===== config.mk =====
export PLATFORM = sky130hd
export DESIGN_NAME = prefix_varint_stream_decoder
export DESIGN_NICKNAME = d
export VERILOG_FILES = /design/src/rtl/pvd_pkg.sv /design/src/rtl/pvd_decode.sv /design/src/rtl/pvd_pair.sv /design/src/rtl/prefix_varint_stream_decoder.sv
export SDC_FILE = /design/constraint.sdc
export NUM_CORES = 1
export LEC_CHECK = 0
export ABC_AREA = 1
export BUFFER_PORTS_ARGS = -buffer_cell sky130_fd_sc_hd__buf_2
export CORE_UTILIZATION = 40
export CTS_BUF_LIST = sky130_fd_sc_hd__clkbuf_8
export CTS_CLUSTER_DIAMETER = 30
export CTS_CLUSTER_SIZE = 14
export DETAILED_ROUTE_END_ITERATION = 10
export HOLD_SLACK_MARGIN = 0.12
export SYNTH_ARGS = -nofsm -noshare
export SYNTH_HDL_FRONTEND = slang
export SYNTH_SLANG_ARGS = --single-unit

===== constraint.sdc =====
create_clock -name i_clk -period 3.6 [get_ports i_clk]
set_input_delay 0.36 -clock i_clk [delete_from_list [all_inputs] [get_ports i_clk]]
set_output_delay 0.36 -clock i_clk [all_outputs]
set_load 0.01 [all_outputs]

===== src/rtl/pvd_pkg.sv =====
// ----------------------------------------------------------------------------
// pvd_pkg
// Shared types and constants for the prefix varint stream decoder.
// ----------------------------------------------------------------------------
package pvd_pkg;

    localparam int BYTE_W  = 8;
    localparam int WORD_W  = 32;
    localparam int VALUE_W = 64;
    localparam int LEFT_W  = 3;

    // Trailing byte counts for each prefix form
    localparam logic [LEFT_W-1:0] LEFT_NONE = 3'd0;
    localparam logic [LEFT_W-1:0] LEFT_TWO  = 3'd1;
    localparam logic [LEFT_W-1:0] LEFT_FOUR = 3'd3;
    localparam logic [LEFT_W-1:0] LEFT_FULL = 3'd4;

    // Payload masks of the first byte
    localparam logic [BYTE_W-1:0] LOW6_MASK = 8'h3F;
    localparam logic [BYTE_W-1:0] LOW5_MASK = 8'h1F;

    // Completed 32-bit word handed from the decoder to the pairing stage
    typedef struct packed {
        logic              valid;
        logic [WORD_W-1:0] data;
    } t_word;

endpackage


===== src/rtl/pvd_decode.sv =====
// ----------------------------------------------------------------------------
// pvd_decode
// Input byte register and prefix-length word assembly.
// ----------------------------------------------------------------------------
module pvd_decode (
    input  logic                  i_clk,
    input  logic                  i_rst_n,
    input  logic                  i_valid,
    output logic                  o_ready,
    input  logic [pvd_pkg::BYTE_W-1:0] i_byte,
    input  logic                  i_dn_ready,   // pairing stage can take a word
    output pvd_pkg::t_word        o_word
);
    import pvd_pkg::*;

    logic              r_in_valid;
    logic [BYTE_W-1:0] r_in_byte;
    logic [LEFT_W-1:0] r_left;
    logic [WORD_W-1:0] r_acc;

    logic              w_adv;
    logic [LEFT_W-1:0] n_left;
    logic [WORD_W-1:0] n_acc;
    logic [WORD_W-1:0] w_shift;
    logic [LEFT_W-1:0] w_left_dec;

    // Held byte moves on whenever the pairing stage has room
    assign w_adv   = r_in_valid && i_dn_ready;
    assign o_ready = !r_in_valid || i_dn_ready;

    // Input request register
    always_ff @(posedge i_clk) begin
        if (!i_rst_n) begin
            r_in_valid <= 1'b0;
        end else if (o_ready) begin
            r_in_valid <= i_valid;
        end
        if (o_ready && i_valid) begin
            r_in_byte <= i_byte;
        end
    end

    assign w_shift    = {r_acc[WORD_W-BYTE_W-1:0], r_in_byte};
    assign w_left_dec = r_left - LEFT_W'(1);

    // Word assembly
    always_comb begin
        n_left       = r_left;
        n_acc        = r_acc;
        o_word.valid = 1'b0;
        o_word.data  = w_shift;
        if (w_adv) begin
            if (r_left != LEFT_NONE) begin
                n_left = w_left_dec;
                if (w_left_dec == LEFT_NONE) begin
                    o_word.valid = 1'b1;
                    n_acc        = '0;
                end else begin
                    n_acc = w_shift;
                end
            end else if (!r_in_byte[7]) begin
                // single-byte form
                o_word.valid = 1'b1;
                o_word.data  = {{(WORD_W-BYTE_W){1'b0}}, r_in_byte};
                n_acc        = '0;
            end else if (!r_in_byte[6]) begin
                n_acc  = {{(WORD_W-BYTE_W){1'b0}}, r_in_byte & LOW6_MASK};
                n_left = LEFT_TWO;
            end else if (!r_in_byte[5]) begin
                n_acc  = {{(WORD_W-BYTE_W){1'b0}}, r_in_byte & LOW5_MASK};
                n_left = LEFT_FOUR;
            end else begin
                // full 32-bit form, first byte payload dropped
                n_acc  = '0;
                n_left = LEFT_FULL;
            end
        end
    end

    always_ff @(posedge i_clk) begin
        if (!i_rst_n) begin
            r_left <= LEFT_NONE;
            r_acc  <= '0;
        end else begin
            r_left <= n_left;
            r_acc  <= n_acc;
        end
    end

endmodule


===== src/rtl/pvd_pair.sv =====
// ----------------------------------------------------------------------------
// pvd_pair
// Quad-mode word pairing and the result register.
// ----------------------------------------------------------------------------
module pvd_pair (
    input  logic                        i_clk,
    input  logic                        i_rst_n,
    input  logic                        i_cfg_wr_en,
    input  logic                        i_cfg_wr_data,
    input  pvd_pkg::t_word              i_word,
    output logic                        o_ready,
    output logic                        o_valid,
    input  logic                        i_out_ready,
    output logic [pvd_pkg::VALUE_W-1:0] o_value
);
    import pvd_pkg::*;

    logic               r_quad;
    logic               r_second;
    logic [WORD_W-1:0]  r_low;
    logic               r_out_valid;
    logic [VALUE_W-1:0] r_out_value;

    logic               w_emit;
    logic               w_hold_low;

    // Result register has room when empty or draining this cycle
    assign o_ready    = !r_out_valid || i_out_ready;
    assign w_emit     = i_word.valid && (!r_quad || r_second);
    assign w_hold_low = i_word.valid && r_quad && !r_second;

    // Mode and pairing state
    always_ff @(posedge i_clk) begin
        if (!i_rst_n) begin
            r_quad   <= 1'b0;
            r_second <= 1'b0;
            r_low    <= '0;
        end else if (i_cfg_wr_en) begin
            r_quad   <= i_cfg_wr_data;
            r_second <= 1'b0;
        end else if (w_hold_low) begin
            r_low    <= i_word.data;
            r_second <= 1'b1;
        end else if (w_emit) begin
            r_second <= 1'b0;
        end
    end

    // Result register
    always_ff @(posedge i_clk) begin
        if (!i_rst_n) begin
            r_out_valid <= 1'b0;
        end else if (w_emit) begin
            r_out_valid <= 1'b1;
        end else if (i_out_ready) begin
            r_out_valid <= 1'b0;
        end
        if (w_emit) begin
            r_out_value <= r_quad ? {i_word.data, r_low}
                                  : {{(VALUE_W-WORD_W){1'b0}}, i_word.data};
        end
    end

    assign o_valid = r_out_valid;
    assign o_value = r_out_value;

endmodule


===== src/rtl/prefix_varint_stream_decoder.sv =====
// A byte that completes a value reaches the master side after its request is
// taken (input register, decode, then result register).
// Throughput: one byte per cycle unless the master side stalls; set by the
// single-pass decode between the input register and the result register.
// Reset (synchronous, active low): normal mode, no partial word, no result.
// ----------------------------------------------------------------------------
// prefix_varint_stream_decoder
// Decodes prefix-length variable integers from a byte stream, optionally
// pairing two 32-bit words into one 64-bit value (quad mode).
// ----------------------------------------------------------------------------
module prefix_varint_stream_decoder (
    input  logic                        i_clk,
    input  logic                        i_rst_n,
    input  logic                        i_cfg_wr_en,
    input  logic                        i_cfg_wr_data,   // quad_mode
    input  logic                        s_axis_tvalid,
    output logic                        s_axis_tready,
    input  logic [pvd_pkg::BYTE_W-1:0]  s_axis_tdata,    // [7:0] data_byte
    output logic                        m_axis_tvalid,
    input  logic                        m_axis_tready,
    output logic [pvd_pkg::VALUE_W-1:0] m_axis_tdata     // [63:0] value
);
    import pvd_pkg::*;

    t_word w_word;
    logic  w_dn_ready;

    pvd_decode u_decode (
        .i_clk      (i_clk),
        .i_rst_n    (i_rst_n),
        .i_valid    (s_axis_tvalid),
        .o_ready    (s_axis_tready),
        .i_byte     (s_axis_tdata),
        .i_dn_ready (w_dn_ready),
        .o_word     (w_word)
    );

    pvd_pair u_pair (
        .i_clk         (i_clk),
        .i_rst_n       (i_rst_n),
        .i_cfg_wr_en   (i_cfg_wr_en),
        .i_cfg_wr_data (i_cfg_wr_data),
        .i_word        (w_word),
        .o_ready       (w_dn_ready),
        .o_valid       (m_axis_tvalid),
        .i_out_ready   (m_axis_tready),
        .o_value       (m_axis_tdata)
    );

endmodule

# Word-level counts from Yosys, hierarchy flattened
# Index checks and enable logic that the tools add are counted.
# word_totals
ff_bits,135
latchBits,0
mem_bits_rw,0
romBits,0
output_inout_bits,66
word_cells,52
mem_count,0
# classes
add_sub_neg,1
multipliers,0
div,0
n_lt_le_gt_ge,0
n_eq_ne,0
shifts,0
muxes,19
n_bitwise,2
reduce_logical,20
# ops
cell,n
24-bit two-way mux,3
33-bit two-way mux,2
32-bit two-way mux,2
3-bit two-way mux,4
1-bit two-way mux,6
6-bit two-way mux,1
2-bit nonzero test,3
1-bit logical AND,5
5-bit two-way mux,1
1-bit zero test,4
2-bit AND reduction,2
3-bit zero test,1
1-bit logical OR,3
3-bit nonzero test,1
"3-bit by 1-bit subtractor with 3-bit output, second input constant",1
1-bit inverter,2
2-bit OR reduction,1

# Longest topological paths before layout
# logic_depth
word_depth,8
mapped_depth,11
ltp_nobuf,11

# Modules after synthesis
# From an unflattened synthesis, not the netlist that was laid out.
# hier_totals
hier_cells,664
area_unflattened_um2,5879.4
# modules_own_cells
mod,instances,cells_per_inst,area_per_inst_um2
pvd_pair,1,430,4031.4
pvd_decode,1,234,1848.0

# Least setup slack after synthesis
# OpenSTA, ideal clock, no wires.
# synth_timing
path_type,reg2reg
start,reg u_decode.r_left[0]
end,"reg u_pair.r_out_value[0] (netlist: u_pair.o_value[0]), enable pin"
setup_ns,0.418
arrival_time_ns,2.332
path_slack_ns,0.850
stages_incl_launch_ff,10
path_cell_list,dfxtp_1 > inv_1 > ha_1 > inv_1 > nand2_1 > nand2_1 > nand3_1 > nand2_1 > nand3_1 > inv_1
# synth_via
elab_chain_cells,6
elab_cells_between_ends,7
classes_between,1 x add/sub; 3 x mux; 3 x reduce/logical
# synth_rtl
element,line_no,rtl
from (decl),pvd_decode.sv:18,logic [LEFT_W-1:0] r_left;
from (signal assigned),pvd_decode.sv:85,r_left <= n_left;
3-bit by 1-bit subtractor with 3-bit output,pvd_decode.sv:44,assign w_left_dec = r_left - LEFT_W'(1);
3-bit zero test,pvd_decode.sv:55,if (w_left_dec == LEFT_NONE) begin
1-bit two-way mux,pvd_decode.sv:55,
1-bit two-way mux (*),pvd_decode.sv:53,if (r_left != LEFT_NONE) begin
33-bit two-way mux (*),pvd_decode.sv:52,if (w_adv) begin
1-bit logical AND (*),pvd_pair.sv:29,assign w_emit = i_word.valid && (!r_quad || r_second);
via u_pair.w_emit,pvd_pair.sv:24,logic w_emit;
to (signal assigned),pvd_pair.sv:59,"r_out_value <= r_quad ? {i_word.data, r_low}"
to (decl),pvd_pair.sv:22,logic [VALUE_W-1:0] r_out_value;
# The timed path passes the listed nets; every way through them passes the cells marked *.
# A chain may end at the register's enable or synchronous reset.

# Final worst setup path
# layout_timing
start,reg u_decode.r_left[0]
end,"reg u_pair.r_out_value[54] (netlist: u_pair.o_value[54]), enable pin"
# Same word-level chain as after synthesis.

==> flow_summary.ini <==
[power]
p_total_mw = 3.075
max-vdd-ir-drop_mv = 0.2273
p_per_area_nw_per_um2 = 477.3
leakage_nw = 2.788

[drt]
first_pass_iters = 4
num_vias = 4021
post_drt_wl_per_cell_microns = 12.26
antenna_left = 0
initialDrtViolationCount = 316
viasPerCell = 4.549
routed_wl_microns = 10840
drc = 0

[floorplan]
start_util_pct = 41.21
ios = 80
rows = 42
core_sq_um = 13300
die_h_microns = 119.0
die_w_microns = 119.0
dieArea_sq_um = 14170

[layout]
layoutNonFillerInstCount = 884
nets = 712
n_antenna_cell = 0
drive_above_1_share_pct = 17.51
area_delta_synth_final_pct = 17.56
final_core_util_pct = 48.45
fin_area_sq_um = 6441

[timing]
worst_slack_ns = 0.9937
slew_headroom_pct = 50.81
fmax_mhz = 383.7
fin_crit_sh_pct = 72.40
worst_hold_slack_ns = 0.1906
rsz0062_at_grt = false
fin_crit_ns = 2.606
skew_ns = 0.009053
hold_viol = 0
final.setup.tns_ns = 0
slew_viol_final = 0
worst_pin_slew_ns = 0.7379
setup_viol_count_final = 0

[clock_tree]
cts_hold_buf = 8
clockBufferDepth = 2
htreeDepth = 4
clk_pin_slew_ns = 0.07
cts_setup_buffers = 0
cts-root-buf = clkbuf_8
clock-sinks = 135
insertion_delay_ns = 0.44
cts_buffers = 17
cts_resized = 0
cts_tree = built

[setup_path]
r2r_slack_ns = 0.99
start_kind = flip-flop
crit_fanout = 46
crit_end = u_pair.o_value[54]$_SDFFCE_PN0P_
crit_start = u_decode.r_left[0]$_SDFFE_PN0P_
worst_setup_path_end_kind = flip-flop
crit_chain = inv_1 > ha_1 > inv_1 > nand2_1 > nand2_1 > nand3_1 > nand2_1 > nand3_1 > inv_2 > buf_12
reg2reg_depth = 10
crit_slowest_cell = inv_2
critPathKind = flip-flop to flip-flop
cpPeakStageDelay_ns = 0.41
required_ns = 3.72
crit_arrival_ns = 2.73
path_common_cell = nand2_1
r2r_end = u_pair.o_value[54]$_SDFFCE_PN0P_
rr_startpoint = u_decode.r_left[0]$_SDFFE_PN0P_

[yosys]
yosysWarnings = 0
synth_cell_types = 23
synth_most_common_cell = nand2_1
synth_seq_area_share_pct = 62.48
post-synth-top-area-cell = edfxtp_1
ys_ff_latch = 135
yosys-top-cells-count = nand2_1, nor2_1, inv_1
synth_enable_flop_cells = 72
synth_nets = 632
syn_avg_cell_area_sq_um = 8.909
synth_top_area_share_pct = 39.46
synth_area_sq_um = 5479
ys_async_sr_fraction_pct = 0
synth.area.top_cells = edfxtp_1, dfxtp_1, nand2_1
syn-instance-count = 615
synth_flop_cell = edfxtp_1

[grt]
antenna_found_initial = 0
grt_pass1_wl_microns = 17700
grt_util_all_layers_pct = 16.30
grt_max_degree = 54
overflow = 0
grt_pass1_vias = 3654

[place]
place_congestion = 0.8411
place_inst = 844
placed_cell_area_sq_um = 5983
pre_cts_ws_ns = 0.9894
hpwl_microns = 7350
port_buffers = 79

[flow_run]
drv_cap = 0

[min_path]
worstHoldPathCells = 3
hold_class = input port to flip-flop

[outcome]
run_status = finished clean
-- power by group --
part / total, mW / leakage [nW] / internal [mW] / switching [mW]
Sequential: 1.69 / 1.17 / 1.66 / 0.0263
Clock: 1.18 / 0.204 / 0.634 / 0.541
Combinational: 0.211 / 1.41 / 0.0643 / 0.147
-- kinds of logic after synthesis --
kind of cell	Yosys count	synth area share (%)
buf+inv	111	8.381
fa+ha+maj	3	0.6852
compound gates	68	6.463
simple gates	298	21.99
flops	135	62.48
-- layout by cell type, fill, tap and decap left out, types with 2 or more instances in the layout --
master / n
nor2_2: 2
clkbuf_8: 19
clkinv_2: 3
a31oi_1: 2
edfxtp_1: 72
bufinv_16: 2
clkinvlp_4: 3
nor2_1: 80
inv_2: 3
a21oi_1: 29
nand2_2: 5
o21ai_0: 36
dlygate4sd3_1: 8
buf_2: 79
nand4_1: 12
buf_4: 3
nand2_1: 186
inv_1: 81
clkinv_1: 2
ha_1: 3
dfxtp_1: 62
nand3_1: 11
-- area by class of cell --
class	count	area [sq um]
multi-input cells	369	1597
flip-flops and latches	135	3425
inverters	81	304.0
clock inverters	13	116.4
fillers	1289	6854
clock buffers	19	261.5
well taps	176	220.2
repair buffers	91	518.0
-- worst min-delay path by stage --
stage                                                from                          endpoint  slack [ns]
final                                       s_axis_tvalid  u_decode.r_in_valid$_SDFFE_PN0N_        0.19
after global placement    u_decode.r_acc[16]$_SDFFE_PN0N_   u_decode.r_acc[16]$_SDFFE_PN0N_        0.45
after global routing                          i_cfg_wr_en        u_pair.r_quad$_SDFFE_PN0P_        0.20
after detailed placement  u_decode.r_acc[20]$_SDFFE_PN0N_   u_decode.r_acc[20]$_SDFFE_PN0N_        0.46
after floorplan           u_decode.r_acc[16]$_SDFFE_PN0N_   u_decode.r_acc[16]$_SDFFE_PN0N_        0.45
after CTS                                   s_axis_tvalid  u_decode.r_in_valid$_SDFFE_PN0N_        0.15
-- worst max-delay path, delay by kind of cell, from the launching register on --
| kind | cells | cell delay (ns) |
|---|---|---|
| fa+ha+maj | 1 | 0.23 |
| buf+inv | 4 | 0.88 |
| flops | 1 | 0.36 |
| simple gates | 5 | 0.80 |
-- layer usage --
metal,GRT usage [%],vias up,part of all wire [%]
met5,0,-,0
met4,8.307,0,1.9
met3,4.550,18,4.8
met2,24.56,99,45
met1,21.35,1812,48
li1,-,2092,-
-- state kept, by name, summed over array words and instances (netlist names) --
signal               cells
u_pair.o_value          64
u_pair.r_low            32
u_decode.r_in_byte       8
u_pair.o_valid           1
u_decode.r_left          3
u_pair.r_second          1
u_decode.r_in_valid      1
u_decode.r_acc          24
u_pair.r_quad            1
Note: power is estimated with default switching activity, not from simulation.
